## config.mk

```make
export PLATFORM = sky130hd
export DESIGN_NAME = load_cell_stability_monitor_top
export DESIGN_NICKNAME = d
export VERILOG_FILES = /design/src/hdl/lcsm_pkg.sv /design/src/hdl/lcsm_serial_mul.sv /design/src/hdl/lcsm_var_walk.sv /design/src/hdl/load_cell_stability_monitor_top.sv
export SDC_FILE = /design/constraint.sdc
export NUM_CORES = 2
export LEC_CHECK = 0
export BUFFER_PORTS_ARGS = -buffer_cell sky130_fd_sc_hd__clkbuf_2
export CORE_MARGIN = 10
export CORE_UTILIZATION = 55
export CTS_CLUSTER_DIAMETER = 60
export DETAILED_ROUTE_END_ITERATION = 8
export PLACE_DENSITY = 0.71
export SLEW_MARGIN = 20
export SYNTH_ARGS = -nofsm -noshare
export SYNTH_HDL_FRONTEND = slang
export SYNTH_SLANG_ARGS = --single-unit
```

## constraint.sdc

```tcl
create_clock -name clk -period 11.1 [get_ports clk]
set_clock_uncertainty 0.05 [all_clocks]
set_input_delay 3.33 -clock clk [delete_from_list [all_inputs] [get_ports clk]]
set_output_delay 3.33 -clock clk [all_outputs]
set_load 0.01 [all_outputs]
```

## src/hdl/lcsm_pkg.sv

```systemverilog
// ============================================================================
// lcsm_pkg: shared types and constants of the load cell stability monitor
// Widths, register indexes and the flag record used by the datapath.
// ============================================================================
`default_nettype none
package lcsm_pkg;
    localparam int SampleW   = 24;
    localparam int HistW     = 25;
    localparam int SumW      = 30;
    localparam int AvgW      = 25;
    localparam int GainW     = 32;
    localparam int WeightW   = 42;
    localparam int MvW       = 22;
    localparam int CfgW      = 42;
    localparam int CfgIdxW   = 3;
    localparam int WindowDepthDefault = 32;
    localparam int StableLimit = 62;
    localparam logic [16:0] MvScale = 17'd62500;

    localparam logic [CfgIdxW-1:0] RegOffset    = 3'd0;
    localparam logic [CfgIdxW-1:0] RegZeroPoint = 3'd1;
    localparam logic [CfgIdxW-1:0] RegGain      = 3'd2;
    localparam logic [CfgIdxW-1:0] RegCapacity  = 3'd3;
    localparam logic [CfgIdxW-1:0] RegZeroBand  = 3'd4;

    typedef struct packed {
        logic stable;
        logic ev_zero;
        logic ev_stable;
        logic ev_unstable;
        logic ev_overload;
    } lcsm_flags_t;
endpackage
`default_nettype wire

```

## src/hdl/lcsm_serial_mul.sv

```systemverilog
// ============================================================================
// lcsm_serial_mul: bit-serial signed multiplier
// Shift-and-add over the multiplier bits, one bit per cycle.
// ============================================================================
`default_nettype none
module lcsm_serial_mul
    import lcsm_pkg::*;
#(
    parameter int AW = 26,
    parameter int BW = 32
)
(
    input  wire logic                 clk,
    input  wire logic                 rst_n,
    input  wire logic                 start,
    input  wire logic signed [AW-1:0] a,
    input  wire logic signed [BW-1:0] b,
    output logic                      done,
    output logic signed [AW+BW-1:0]   product
);
    localparam int CntW = $clog2(BW + 1);
    logic [CntW-1:0]           cnt_reg;
    logic                      busy_reg;
    logic signed [AW+BW-1:0]   acc_reg;
    logic signed [AW+BW-1:0]   mcand_reg;
    logic [BW-1:0]             mplier_reg;

    always_ff @(posedge clk or negedge rst_n)
    begin
        if (!rst_n)
        begin
            busy_reg <= 1'b0;
            cnt_reg  <= '0;
            done     <= 1'b0;
        end
        else
        begin
            done <= 1'b0;
            if (start)
            begin
                busy_reg <= 1'b1;
                cnt_reg  <= '0;
            end
            else if (busy_reg)
            begin
                cnt_reg <= cnt_reg + 1'b1;
                if (cnt_reg == CntW'(BW - 1))
                begin
                    busy_reg <= 1'b0;
                    done     <= 1'b1;
                end
            end
        end
    end

    always_ff @(posedge clk)
    begin
        if (start)
        begin
            acc_reg    <= '0;
            mcand_reg  <= (AW+BW)'(a);
            mplier_reg <= b;
        end
        else if (busy_reg)
        begin
            // The top bit of a two's complement multiplier has negative weight.
            if (mplier_reg[0])
            begin
                if (cnt_reg == CntW'(BW - 1))
                    acc_reg <= acc_reg - mcand_reg;
                else
                    acc_reg <= acc_reg + mcand_reg;
            end
            mcand_reg  <= mcand_reg <<< 1;
            mplier_reg <= mplier_reg >> 1;
        end
    end

    assign product = acc_reg;
endmodule
`default_nettype wire

```

## src/hdl/lcsm_var_walk.sv

```systemverilog
// ============================================================================
// lcsm_var_walk: squared deviation walk over the sample ring
// Reads the ring entries one after another, each through a read state and an
// accumulate state, and accumulates its squared deviation.
`default_nettype none
module lcsm_var_walk
    import lcsm_pkg::*;
#(
    parameter int WINDOW_DEPTH = WindowDepthDefault
)
(
    input  wire logic                  clk,
    input  wire logic                  rst_n,
    input  wire logic                  start,
    input  wire logic signed [AvgW-1:0] avg,
    input  wire logic signed [HistW-1:0] rd_data,
    output logic [$clog2(WINDOW_DEPTH)-1:0] rd_addr,
    output logic                       done,
    output logic                       stable
);
    localparam int IdxW = $clog2(WINDOW_DEPTH);
    typedef enum logic [1:0] {S_IDLE, S_READ, S_ACC} walk_state_t;
    walk_state_t state_reg;
    logic [IdxW:0]  cnt_reg;
    logic [6:0]     sq_reg;     // saturating at the stable limit
    logic           over_reg;
    logic signed [HistW:0] dev;
    logic [HistW:0] mag;
    logic [13:0]    sq_small;
    logic [7:0]     sum_next;

    assign dev = (HistW+1)'(rd_data) - (HistW+1)'(avg);
    assign mag = dev[HistW] ? -dev : dev;
    // Any magnitude of 8 or more already exceeds the limit on its own.
    assign sq_small = 14'(mag[6:0]) * 14'(mag[6:0]);
    assign sum_next = 8'(sq_reg) + 8'(sq_small[6:0]);

    always_ff @(posedge clk or negedge rst_n)
    begin
        if (!rst_n)
        begin
            state_reg <= S_IDLE;
            cnt_reg   <= '0;
            sq_reg    <= '0;
            over_reg  <= 1'b0;
            done      <= 1'b0;
            stable    <= 1'b0;
        end
        else
        begin
            done <= 1'b0;
            case (state_reg)
                S_IDLE:
                begin
                    if (start)
                    begin
                        cnt_reg   <= '0;
                        sq_reg    <= '0;
                        over_reg  <= 1'b0;
                        state_reg <= S_READ;
                    end
                end
                S_READ:
                begin
                    state_reg <= S_ACC;
                end
                S_ACC:
                begin
                    if (mag > (HistW+1)'(7) || sq_small > 14'd63 ||
                        sum_next >= 8'(StableLimit))
                        over_reg <= 1'b1;
                    else
                        sq_reg <= sum_next[6:0];
                    cnt_reg <= cnt_reg + 1'b1;
                    if (cnt_reg == (IdxW+1)'(WINDOW_DEPTH - 1))
                    begin
                        state_reg <= S_IDLE;
                        done      <= 1'b1;
                        stable    <= !(over_reg || mag > (HistW+1)'(7) ||
                                       sq_small > 14'd63 ||
                                       sum_next >= 8'(StableLimit));
                    end
                    else
                        state_reg <= S_READ;
                end
                default: state_reg <= S_IDLE;
            endcase
        end
    end

    assign rd_addr = cnt_reg[IdxW-1:0];
endmodule
`default_nettype wire

```

## src/hdl/load_cell_stability_monitor_top.sv

```systemverilog
// ============================================================================
// load_cell_stability_monitor_top: moving average stability monitor
// Offset correction, 32-entry ring average, variance test, weight and events.
// ============================================================================
// Each sample item is offset-corrected and written into a ring of the last
// WINDOW_DEPTH corrected samples, with a running sum kept alongside. The
// average is the sum divided by the depth, truncated toward zero. A walk over
// the ring then sums squared deviations from the average, one entry at a time
// through the ring's single registered read port, and the reading is
// stable when that sum stays below 62. In parallel a bit-serial multiplier
// forms the weight (average minus zero point times the Q16.16 gain, one gain
// bit per cycle) and a second one the mV/V figure. The block takes one item
// at a time. The result item sits in an output register, and the next item is
// taken once that register is free or being emptied. The ring starts at all
// zero out of reset with no clearing pass: valid bits mark entries not yet
// written, which read as zero. Configuration is written through a plain write
// port; the user must write it only while the block idles, which the block
// itself does not enforce.
`default_nettype none
module load_cell_stability_monitor_top
    import lcsm_pkg::*;
#(
    parameter int WINDOW_DEPTH = WindowDepthDefault
)
(
    input  wire logic                      clk,
    input  wire logic                      rst_n,
    input  wire logic                      cfg_we,
    input  wire logic [CfgIdxW-1:0]        cfg_index,
    input  wire logic [CfgW-1:0]           cfg_data,
    input  wire logic                      in_valid,
    output logic                           in_stall,
    input  wire logic signed [SampleW-1:0] sample,
    output logic                           out_valid,
    input  wire logic                      out_stall,
    output logic signed [AvgW-1:0]         average,
    output logic signed [WeightW-1:0]      weight,
    output logic                           stable,
    output logic                           event_zero,
    output logic                           event_stable,
    output logic                           event_unstable,
    output logic                           event_overload,
    output logic signed [MvW-1:0]          millivolt_ratio
);
    localparam int IdxW   = $clog2(WINDOW_DEPTH);
    localparam int DiffW  = AvgW + 1;
    localparam int ProdW  = DiffW + GainW;
    localparam int MvProdW = AvgW + 18;

    typedef enum logic [2:0] {S_IDLE, S_RDOLD, S_UPD, S_WORK, S_FLAGS} ctl_state_t;

    // Configuration registers.
    logic signed [SampleW-1:0] offset_reg;
    logic signed [AvgW-1:0]    zero_point_reg;
    logic signed [GainW-1:0]   gain_reg;
    logic signed [WeightW-1:0] capacity_reg;
    logic [SampleW-1:0]        zero_band_reg;

    always_ff @(posedge clk or negedge rst_n)
    begin
        if (!rst_n)
        begin
            offset_reg     <= '0;
            zero_point_reg <= '0;
            gain_reg       <= '0;
            capacity_reg   <= '0;
            zero_band_reg  <= '0;
        end
        else if (cfg_we)
        begin
            case (cfg_index)
                RegOffset:    offset_reg     <= cfg_data[SampleW-1:0];
                RegZeroPoint: zero_point_reg <= cfg_data[AvgW-1:0];
                RegGain:      gain_reg       <= cfg_data[GainW-1:0];
                RegCapacity:  capacity_reg   <= cfg_data[WeightW-1:0];
                RegZeroBand:  zero_band_reg  <= cfg_data[SampleW-1:0];
                default: ;
            endcase
        end
    end

    // Sample ring with one read port; unwritten entries read as zero.
    logic signed [HistW-1:0] ring_mem [WINDOW_DEPTH];
    logic [WINDOW_DEPTH-1:0] ring_valid_reg;
    logic signed [HistW-1:0] ring_q_reg;
    logic                    ring_q_valid_reg;
    logic [IdxW-1:0]         ring_raddr;
    logic                    ring_we;
    logic signed [HistW-1:0] ring_rd;

    ctl_state_t              state_reg;
    logic [IdxW-1:0]         widx_reg;
    logic signed [HistW-1:0] corr_reg;
    logic signed [SumW-1:0]  sum_reg;
    logic signed [SumW-1:0]  sum_new;
    logic signed [AvgW-1:0]  avg_reg;
    logic                    stable_rep_reg;
    logic                    unstable_rep_reg;
    logic                    overload_rep_reg;
    logic                    walk_start;
    logic                    walk_done;
    logic                    walk_stable;
    logic                    walk_seen_reg;
    logic                    stable_hold_reg;
    logic [IdxW-1:0]         walk_addr;
    logic                    mul_start;
    logic                    wmul_done;
    logic                    mmul_done;
    logic                    wmul_seen_reg;
    logic                    mmul_seen_reg;
    logic signed [ProdW-1:0] wprod;
    logic signed [MvProdW-1:0] mprod;
    logic signed [DiffW-1:0] diff_reg;

    always_ff @(posedge clk)
    begin
        if (ring_we)
            ring_mem[widx_reg] <= corr_reg;
        ring_q_reg <= ring_mem[ring_raddr];
    end

    always_ff @(posedge clk or negedge rst_n)
    begin
        if (!rst_n)
        begin
            ring_valid_reg   <= '0;
            ring_q_valid_reg <= 1'b0;
        end
        else
        begin
            if (ring_we)
                ring_valid_reg[widx_reg] <= 1'b1;
            ring_q_valid_reg <= ring_valid_reg[ring_raddr];
        end
    end

    assign ring_rd    = ring_q_valid_reg ? ring_q_reg : '0;
    assign ring_raddr = (state_reg == S_WORK) ? walk_addr : widx_reg;
    assign ring_we    = (state_reg == S_UPD);
    assign sum_new    = sum_reg - SumW'(ring_rd) + SumW'(corr_reg);

    // Signed division by the power-of-two depth, truncated toward zero.
    function automatic logic signed [AvgW-1:0] div_depth(input logic signed [SumW-1:0] s);
        logic signed [SumW-1:0] adj;
        adj = s + (s[SumW-1] ? SumW'(WINDOW_DEPTH - 1) : SumW'(0));
        return AvgW'(adj >>> IdxW);
    endfunction

    assign walk_start = (state_reg == S_UPD);
    assign mul_start  = (state_reg == S_UPD);

    // The walk reads the average registered at its start; it also sees the
    // new entry, since the ring write lands in the same edge as the walk starts.
    lcsm_var_walk #(.WINDOW_DEPTH(WINDOW_DEPTH)) u_walk (
        .clk     (clk),
        .rst_n   (rst_n),
        .start   (walk_start),
        .avg     (avg_reg),
        .rd_data (ring_rd),
        .rd_addr (walk_addr),
        .done    (walk_done),
        .stable  (walk_stable)
    );

    lcsm_serial_mul #(.AW(DiffW), .BW(GainW)) u_wmul (
        .clk     (clk),
        .rst_n   (rst_n),
        .start   (mul_start),
        .a       (DiffW'(div_depth(sum_new)) - DiffW'(zero_point_reg)),
        .b       (gain_reg),
        .done    (wmul_done),
        .product (wprod)
    );

    lcsm_serial_mul #(.AW(AvgW), .BW(18)) u_mmul (
        .clk     (clk),
        .rst_n   (rst_n),
        .start   (mul_start),
        .a       (div_depth(sum_new)),
        .b       (18'(MvScale)),
        .done    (mmul_done),
        .product (mprod)
    );

    // Final flag logic over registered products.
    logic signed [WeightW-1:0] w_calc;
    logic signed [MvW-1:0]     mv_calc;
    logic [ProdW-1:0]          wp_adj;
    logic [MvProdW-1:0]        mp_adj;
    lcsm_flags_t               fl;
    logic signed [WeightW-1:0] w_final;
    logic                      srep_n, urep_n, orep_n;

    always_comb
    begin
        wp_adj  = wprod + (wprod[ProdW-1] ? ProdW'(65535) : ProdW'(0));
        w_calc  = WeightW'($signed(wp_adj) >>> 16);
        mp_adj  = mprod + (mprod[MvProdW-1] ? MvProdW'(524287) : MvProdW'(0));
        mv_calc = MvW'($signed(mp_adj) >>> 19);
        fl      = '0;
        fl.stable = stable_hold_reg;
        w_final = w_calc;
        srep_n  = stable_rep_reg;
        urep_n  = unstable_rep_reg;
        orep_n  = overload_rep_reg;
        if (stable_hold_reg)
        begin
            if (!stable_rep_reg)
            begin
                if (diff_reg[SampleW-1:0] <= zero_band_reg)
                begin
                    w_final    = '0;
                    fl.ev_zero = 1'b1;
                end
                else
                    fl.ev_stable = 1'b1;
                srep_n = 1'b1;
                urep_n = 1'b0;
                orep_n = 1'b0;
            end
        end
        else if (!unstable_rep_reg)
        begin
            urep_n = 1'b1;
            srep_n = 1'b0;
            orep_n = 1'b0;
            fl.ev_unstable = 1'b1;
        end
        if (w_final >= capacity_reg && !orep_n)
        begin
            orep_n = 1'b1;
            srep_n = 1'b0;
            urep_n = 1'b0;
            fl.ev_overload = 1'b1;
        end
    end

    // No item is taken while reset is held.
    assign in_stall = !rst_n || (state_reg != S_IDLE) || (out_valid && out_stall);

    always_ff @(posedge clk or negedge rst_n)
    begin
        if (!rst_n)
        begin
            state_reg        <= S_IDLE;
            widx_reg         <= '0;
            sum_reg          <= '0;
            stable_rep_reg   <= 1'b0;
            unstable_rep_reg <= 1'b0;
            overload_rep_reg <= 1'b0;
            walk_seen_reg    <= 1'b0;
            wmul_seen_reg    <= 1'b0;
            mmul_seen_reg    <= 1'b0;
            stable_hold_reg  <= 1'b0;
            out_valid        <= 1'b0;
        end
        else
        begin
            if (out_valid && !out_stall)
                out_valid <= 1'b0;
            if (walk_done)
            begin
                walk_seen_reg   <= 1'b1;
                stable_hold_reg <= walk_stable;
            end
            if (wmul_done)
                wmul_seen_reg <= 1'b1;
            if (mmul_done)
                mmul_seen_reg <= 1'b1;
            case (state_reg)
                S_IDLE:
                begin
                    if (in_valid && !in_stall)
                        state_reg <= S_RDOLD;
                end
                S_RDOLD: state_reg <= S_UPD;
                S_UPD:
                begin
                    sum_reg       <= sum_new;
                    widx_reg      <= widx_reg + 1'b1;
                    walk_seen_reg <= 1'b0;
                    wmul_seen_reg <= 1'b0;
                    mmul_seen_reg <= 1'b0;
                    state_reg     <= S_WORK;
                end
                S_WORK:
                begin
                    if (walk_seen_reg && wmul_seen_reg && mmul_seen_reg)
                        state_reg <= S_FLAGS;
                end
                S_FLAGS:
                begin
                    stable_rep_reg   <= srep_n;
                    unstable_rep_reg <= urep_n;
                    overload_rep_reg <= orep_n;
                    out_valid        <= 1'b1;
                    state_reg        <= S_IDLE;
                end
                default: state_reg <= S_IDLE;
            endcase
        end
    end

    always_ff @(posedge clk)
    begin
        if (state_reg == S_IDLE && in_valid && !in_stall)
            corr_reg <= HistW'(sample) - HistW'(offset_reg);
        if (state_reg == S_UPD)
        begin
            avg_reg  <= div_depth(sum_new);
            diff_reg <= DiffW'(div_depth(sum_new)) - DiffW'(zero_point_reg);
        end
        if (state_reg == S_FLAGS)
        begin
            average         <= avg_reg;
            weight          <= w_final;
            stable          <= fl.stable;
            event_zero      <= fl.ev_zero;
            event_stable    <= fl.ev_stable;
            event_unstable  <= fl.ev_unstable;
            event_overload  <= fl.ev_overload;
            millivolt_ratio <= mv_calc;
        end
    end
endmodule
`default_nettype wire
```

Word level (Yosys, flattened, before mapping)
Memory sizes are Yosys's and may differ from the RTL's. A register that Yosys moved wholly into a read port is not among the register bits.
Index checks and enable logic that the tools add are counted.
{"block": "word_totals", "register_bits": 677, "ram_bits": 800, "inputBits": 74, "output_inout_bits": 96, "elab_cells": 221, "memories": 1}
{"block": "classes", "add_sub_neg": 18, "multipliers": 1, "n_lt_le_gt_ge": 8, "n_eq_ne": 20, "mux": 77, "n_bitwise": 2, "reduce_logical": 47}
{"memory": "ring_mem", "words": 32, "width": 25, "read_ports": 1, "rd_clocked_by_memory_dff": 1, "wr": 1, "line_no": "load_cell_stability_monitor_top.sv:83", "source": "logic signed [HistW-1:0] ring_mem [WINDOW_DEPTH];"}
{"cell": "58-bit two-way mux", "n": 3}
{"cell": "43-bit two-way mux", "n": 3}
{"cell": "42-bit two-way mux", "n": 3}
{"cell": "32-bit two-way mux", "n": 2}
{"cell": "58-bit by 17-bit adder with 58-bit output", "n": 1}
{"cell": "58-bit adder", "n": 1}
{"cell": "58-bit subtractor", "n": 1}
{"cell": "25-bit by 25-bit subtractor with 26-bit output", "n": 2}
{"cell": "43-bit adder", "n": 1}
{"cell": "1-bit two-way mux", "n": 43}
{"cell": "43-bit subtractor", "n": 1}
{"cell": "42-bit >= comparator", "n": 1}
{"cell": "41-bit by 20-bit adder with 41-bit output", "n": 1}
{"cell": "32-bit bitwise OR", "n": 1}
{"cell": "30-bit by 25-bit adder with 30-bit output", "n": 1}
{"cell": "30-bit by 6-bit adder with 30-bit output", "n": 1}
{"cell": "30-bit by 25-bit subtractor with 30-bit output", "n": 1}
{"cell": "26-bit by 3-bit > comparator with 1-bit output, second input constant", "n": 1}
{"cell": "26-bit two-way mux", "n": 1}
{"cell": "26-bit negation", "n": 1}
{"cell": "25-bit two-way mux", "n": 1}
{"cell": "24-bit by 24-bit subtractor with 25-bit output", "n": 1}
{"cell": "24-bit <= comparator", "n": 1}
{"cell": "2-bit AND reduction", "n": 12}
{"cell": "43 further kinds", "n": 88}

Longest topological paths before layout
{"block": "depth", "depth_word": 10, "depth_mapped": 40, "mapped_depth_nobuf": 38}

Cells and area by module
A second synthesis with hierarchy kept.
{"block": "hier_totals", "cells_unflattened": 7088, "hier_area_um2": 78170.0}
{"module": "load_cell_stability_monitor_top", "instances": 1, "cells_each": 4415, "area_each_um2": 55185.4, "seq_area_each_um2": 35223.8}
{"module": "lcsm_serial_mul at u_wmul", "instances": 1, "cells_each": 1157, "area_each_um2": 10468.8, "seq_area_each_um2": 4063.9}
{"module": "lcsm_serial_mul at u_mmul", "instances": 1, "cells_each": 813, "area_each_um2": 7388.3, "seq_area_each_um2": 2867.8}
{"module": "lcsm_var_walk", "instances": 1, "cells_each": 703, "area_each_um2": 5127.4, "seq_area_each_um2": 450.4}

Worst setup path after synthesis
OpenSTA, ideal clock, no wires.
{"block": "synth_path", "kind": "register to register", "startpoint": "register ring_q_valid_reg", "endpoint": "register u_walk.sq_reg[0]", "setup_time_ns": 0.079, "arrival_ns": 8.606, "t_required_ns": 10.971, "slack_ns": 2.364, "path_stages_with_launch": 39, "n_path_buf": 4, "synth_period_minus_slack_ns": 8.736, "cell_sequence": "dfrtp_1 buf_6 clkbuf_1 and2_1 ha_1 a21oi_1 nand2b_1 a21boi_2 o31a_1 o21a_4 a21oi_4 a21oi_2 clkbuf_8 nand2_1 xor2_1 inv_1 ha_1 xnor2_1 [3 not listed] inv_1 fa_1 inv_1 ha_1 clkbuf_1 xor2_1 ha_1 a2111oi_0 nand3_1 or4_1 nor4_1 nand3_1 nor3_1 o2111ai_1 nor4_1 nand4_2 nor4_4 mux2i_1"}
{"block": "synth_between", "elab_chain_cells": 10, "elab_cells_between_ends": 15, "cone_classes": "3 x add/sub; 1 x mul; 3 x order compare; 1 x eq/ne; 4 x mux; 3 x reduce/logical"}
{"item": "from (decl)", "line_no": "load_cell_stability_monitor_top.sv:86", "source": "logic ring_q_valid_reg;"}
{"item": "from (signal assigned)", "line_no": "load_cell_stability_monitor_top.sv:133", "source": "ring_q_valid_reg <= ring_valid_reg[ring_raddr];"}
{"item": "25-bit two-way mux *", "line_no": "load_cell_stability_monitor_top.sv:137", "source": "assign ring_rd = ring_q_valid_reg ? ring_q_reg : '0;"}
{"item": "25-bit by 25-bit subtractor with 26-bit output *", "line_no": "lcsm_var_walk.sv:32", "source": "assign dev = (HistW+1)'(rd_data) - (HistW+1)'(avg);"}
{"item": "26-bit negation", "line_no": "lcsm_var_walk.sv:33", "source": "assign mag = dev[HistW] ? -dev : dev;"}
{"item": "26-bit two-way mux *", "line_no": "lcsm_var_walk.sv:33"}
{"item": "7-bit by 7-bit multiplier with 14-bit output", "line_no": "lcsm_var_walk.sv:35", "source": "assign sq_small = 14'(mag[6:0]) * 14'(mag[6:0]);"}
{"item": "7-bit by 7-bit adder with 8-bit output or 14-bit by 6-bit > comparator with 1-bit output (tied branches)", "line_no": "lcsm_var_walk.sv:36, lcsm_var_walk.sv:69"}
{"item": "8-bit by 6-bit >= comparator with 1-bit output or 1-bit logical OR (tied branches)", "line_no": "lcsm_var_walk.sv:70, lcsm_var_walk.sv:69"}
{"item": "1-bit logical OR", "line_no": "lcsm_var_walk.sv:69", "source": "if (mag > (HistW+1)'(7) || sq_small > 14'd63 ||"}
{"item": "2-bit inequality test (no source line)"}
{"item": "3-bit AND reduction (no source line)"}
{"item": "to (signal assigned)", "line_no": "lcsm_var_walk.sv:73", "source": "sq_reg <= sum_next[6:0];"}
{"item": "to (decl)", "line_no": "lcsm_var_walk.sv:25", "source": "logic [6:0] sq_reg;"}
Every way passes the cells marked *; elsewhere a longest branch is shown, timed or not. The select of a mux whose other input is x is not followed.
A chain may end at the register's enable or synchronous reset.

Worst setup path in the final report
{"block": "layout_path", "startpoint": "register ring_q_valid_reg", "endpoint": "register u_walk.sq_reg[4]"}
Same word-level chain as after synthesis.

==> results.py <==
metrics = {
    "timing": {
        "finalSetupTns_ns": 0,
        "slew_headroom": 0.214,
        "layout_min_cycle_time_ns": 10.22,
        "hold_violations": 0,
        "finalSetupViolations": 0,
        "slew_viol_final": 0,
        "min_period_over_period": 0.920,
        "rsz0062_at_grt": "false",
        "worst_pin_slew_ns": 1.18,
        "fmax_mhz": 97.9,
    },
    "critical_path": {
        "worstReg2RegEnd": "u_walk.sq_reg[4]$_DFFE_PN0P_",
        "worstPathArrival_ns": 10.85,
        "critical-path-max-stage-delay_ns": 0.71,
        "criticalPathCategory": "reg -> reg",
        "crit_path_start_kind": "flip-flop",
        "critPathSlowestCell": "dfrtp_1",
        "cp_data_required_time_ns": 11.73,
        "reg2reg_depth": 34,
        "cp-startpoint": "ring_q_valid_reg$_DFF_PN0_",
        "reg2reg_slack_ns": 0.88,
        "end_kind": "flip-flop",
        "cp_max_fo": 17,
        "rr_startpoint": "ring_q_valid_reg$_DFF_PN0_",
    },
    "floorplan": {
        "die_h_um": 390,
        "core_sq_um": 136000,
        "pin_count": 170,
        "fp.dieArea_sq_um": 152000,
        "die_x_um": 390,
        "initial_core_util": 0.555,
        "rows": 135,
    },
    "synth": {
        "synth_area_sq_um": 75400,
        "yosysMostFrequentCell": "edfxtp_1",
        "synth_commonest_cells": "edfxtp_1 (1101), nand2_1 (913), nor2_1 (440)",
        "synth_seq_cells": 1502,
        "ys_warn_count": 0,
        "syn_area_per_cell_sq_um": 11.9,
        "synth_top_family_by_area": "simple AND/OR/NAND/NOR gates",
        "synth_edf_count": 1101,
        "synth_async_sr_flop_share": 0.172,
        "synth_cell_type_count": 116,
        "synth_nets": 6802,
        "yosysTopAreaCellShare": 0.439,
        "yosysTopAreaCell": "edfxtp_1",
        "ys_dominant_reg_cell": "edfxtp_1",
        "muxShareOfSynthArea": 0.0821,
        "synth-compound-area-share": 0.0863,
        "yosys.area_share.simple": 0.127,
        "synthXorXnorAreaFrac": 0.0424,
        "synth.area.top_cells": "edfxtp_1 (44%), dfrtp_1 (8.6%), mux4_2 (6.2%), ha_1 (5.8%), nand2_1 (4.5%)",
        "synthAdderAreaFrac": 0.0696,
        "syn-instance-count": 6335,
        "ys_seq_area_frac": 0.562,
    },
    "placement": {
        "place.gp.congestion": 0.923,
        "place.detailed.hpwl_um": 133000,
        "portBuffers": 169,
    },
    "hold_path": {
        "min_path_cells": 0,
        "min_to": "average[20]$_DFFE_PP_",
        "hold_class": "reg -> reg",
        "hold_start": "avg_reg[20]$_DFFE_PP_",
    },
    "global_routing": {
        "grt-ovfl-total": 0,
        "first_global_vias": 49631,
        "grt_first_pass_wirelength_um": 300000,
        "grt_antenna_before_repair": 7,
        "grt_usage": 0.255,
        "grt_max_degree": 146,
    },
    "routing": {
        "ant_nets": 0,
        "drc_errors": 0,
        "drt-vias-per-instance": 6.06,
        "route.vias.total": 51045,
        "dr.pass1.iters": 6,
        "avgRoutedWirePerCell_um": 23.4,
        "routed_wl_um": 197000,
        "drt_first_iter_violations": 4752,
    },
    "finish": {
        "areaGrowthSynthToFinish_pct": 11.4,
        "largest_reg_flops": 800,
        "drive_above_1_share": 0.141,
        "fin_nets": 6972,
    },
    "run_status": {
        "status": "finished clean",
    },
    "clock_network": {
        "root_buffer": "clkbuf_16",
        "clock_latency_ns": 0.82,
        "cts_buffer_depth": 3,
        "postCtsHoldBufs": 0,
        "cts_resized": 0,
        "cts_made_buffers": 158,
        "cts_tree": "built",
        "htreeDepth": 4,
        "cts_sinks": 1502,
        "cts.clk_slew.worst_paths_ns": 0.06,
        "cts_setup_buffers": 0,
    },
    "job": {
        "cap_violations": 0,
    },
}
## worst max path at each step
stage and end:
2_1_floorplan u_walk.sq_reg[0]$_DFFE_PN0P_, 3_3_place_gp u_walk.sq_reg[2]$_DFFE_PN0P_, 3_5_place_dp u_walk.sq_reg[5]$_DFFE_PN0P_, 4_1_cts u_walk.sq_reg[4]$_DFFE_PN0P_
5_1_grt u_walk.sq_reg[3]$_DFFE_PN0P_, 6_report u_walk.sq_reg[4]$_DFFE_PN0P_
## layout by cell type, fill, tap and decap left out, types with 37 or more instances in the layout
cell type and count:
a31oi_1 41, buf_4 59, dfrtp_1 259, xor2_1 135, a21oi_1 331, and3_1 38
or2_2 46, mux4_2 208, nor3_1 95, nand3_1 238, nor2b_1 44, nand4_1 55
dfxtp_1 142, clkbuf_16 159, inv_1 347, xnor2_1 226, nor2_1 406, clkbuf_2 168
fa_1 42, and2_1 42, mux2_2 98, nand2_1 912, o21ai_0 287, a21o_1 128
ha_1 351, clkbuf_1 37, edfxtp_1 1101, nand2b_1 39
## cells by family (layout without fill, tap and decap cells)
logic type                 count (synthesis)  in the layout
adders and majority gates                394            394
AOI/OAI and AO/OA                       1045           1045
xor gates and xnor gates                 363            363
other                                      0              1
and+or+nand+nor                         2100           2100
DFF                                     1502           1502
buffers and inverters                    585            891
muxes                                    346            346
## metal layers
metal / track usage / up-vias / part of all wire
li1: - / 23377 / -
met1: 0.358 / 25325 / 0.42
met2: 0.394 / 1978 / 0.46
met3: 0.0467 / 361 / 0.081
met4: 0.0996 / 4 / 0.038
met5: 0 / - / 0.00013
## stage by stage
step	worst slack (ns)	util	hold WS (ns)	area, sq um	std cells
final	0.884	0.618	0.344	83900	8423
after global routing	0.0169	0.618	0.362	83900	8422
after CTS	0.758	0.616	0.338	83600	8411
after detailed placement	0.849	0.577	0.387	78400	8115
after global placement	1.09	0.577	0.382	78400	8114
after floorplan	2.36	-	0.376	75400	6335
## cell type report
| class | count | area (sq um) |
|---|---|---|
| timing repair buffer | 244 | 1660 |
| sequential | 1502 | 42400 |
| tap | 1781 | 2230 |
| fill | 10486 | 51900 |
| antenna | 1 | 2.50 |
| clock inverter | 89 | 970 |
| multi-input combinational | 4248 | 31100 |
| clock buffer | 207 | 4270 |
| inverter | 351 | 1330 |
## worst max-delay path: cells and delay by family (launching register included)
| kind | cells | cell delay [ns] |
|---|---|---|
| adder cells (fa/ha/maj) | 7 | 2.81 |
| multiplexers | 1 | 0.26 |
| AND/OR/NAND/NOR | 12 | 3.06 |
| buffers and inverters | 5 | 0.58 |
| XOR/XNOR | 3 | 0.82 |
| AO/OA/AOI/OAI | 6 | 1.79 |
| flip-flops | 1 | 0.71 |
Power is left out: the tool's default activity adds up to more than one toggle a clock period on the data nets, which glitch-free logic cannot reach.
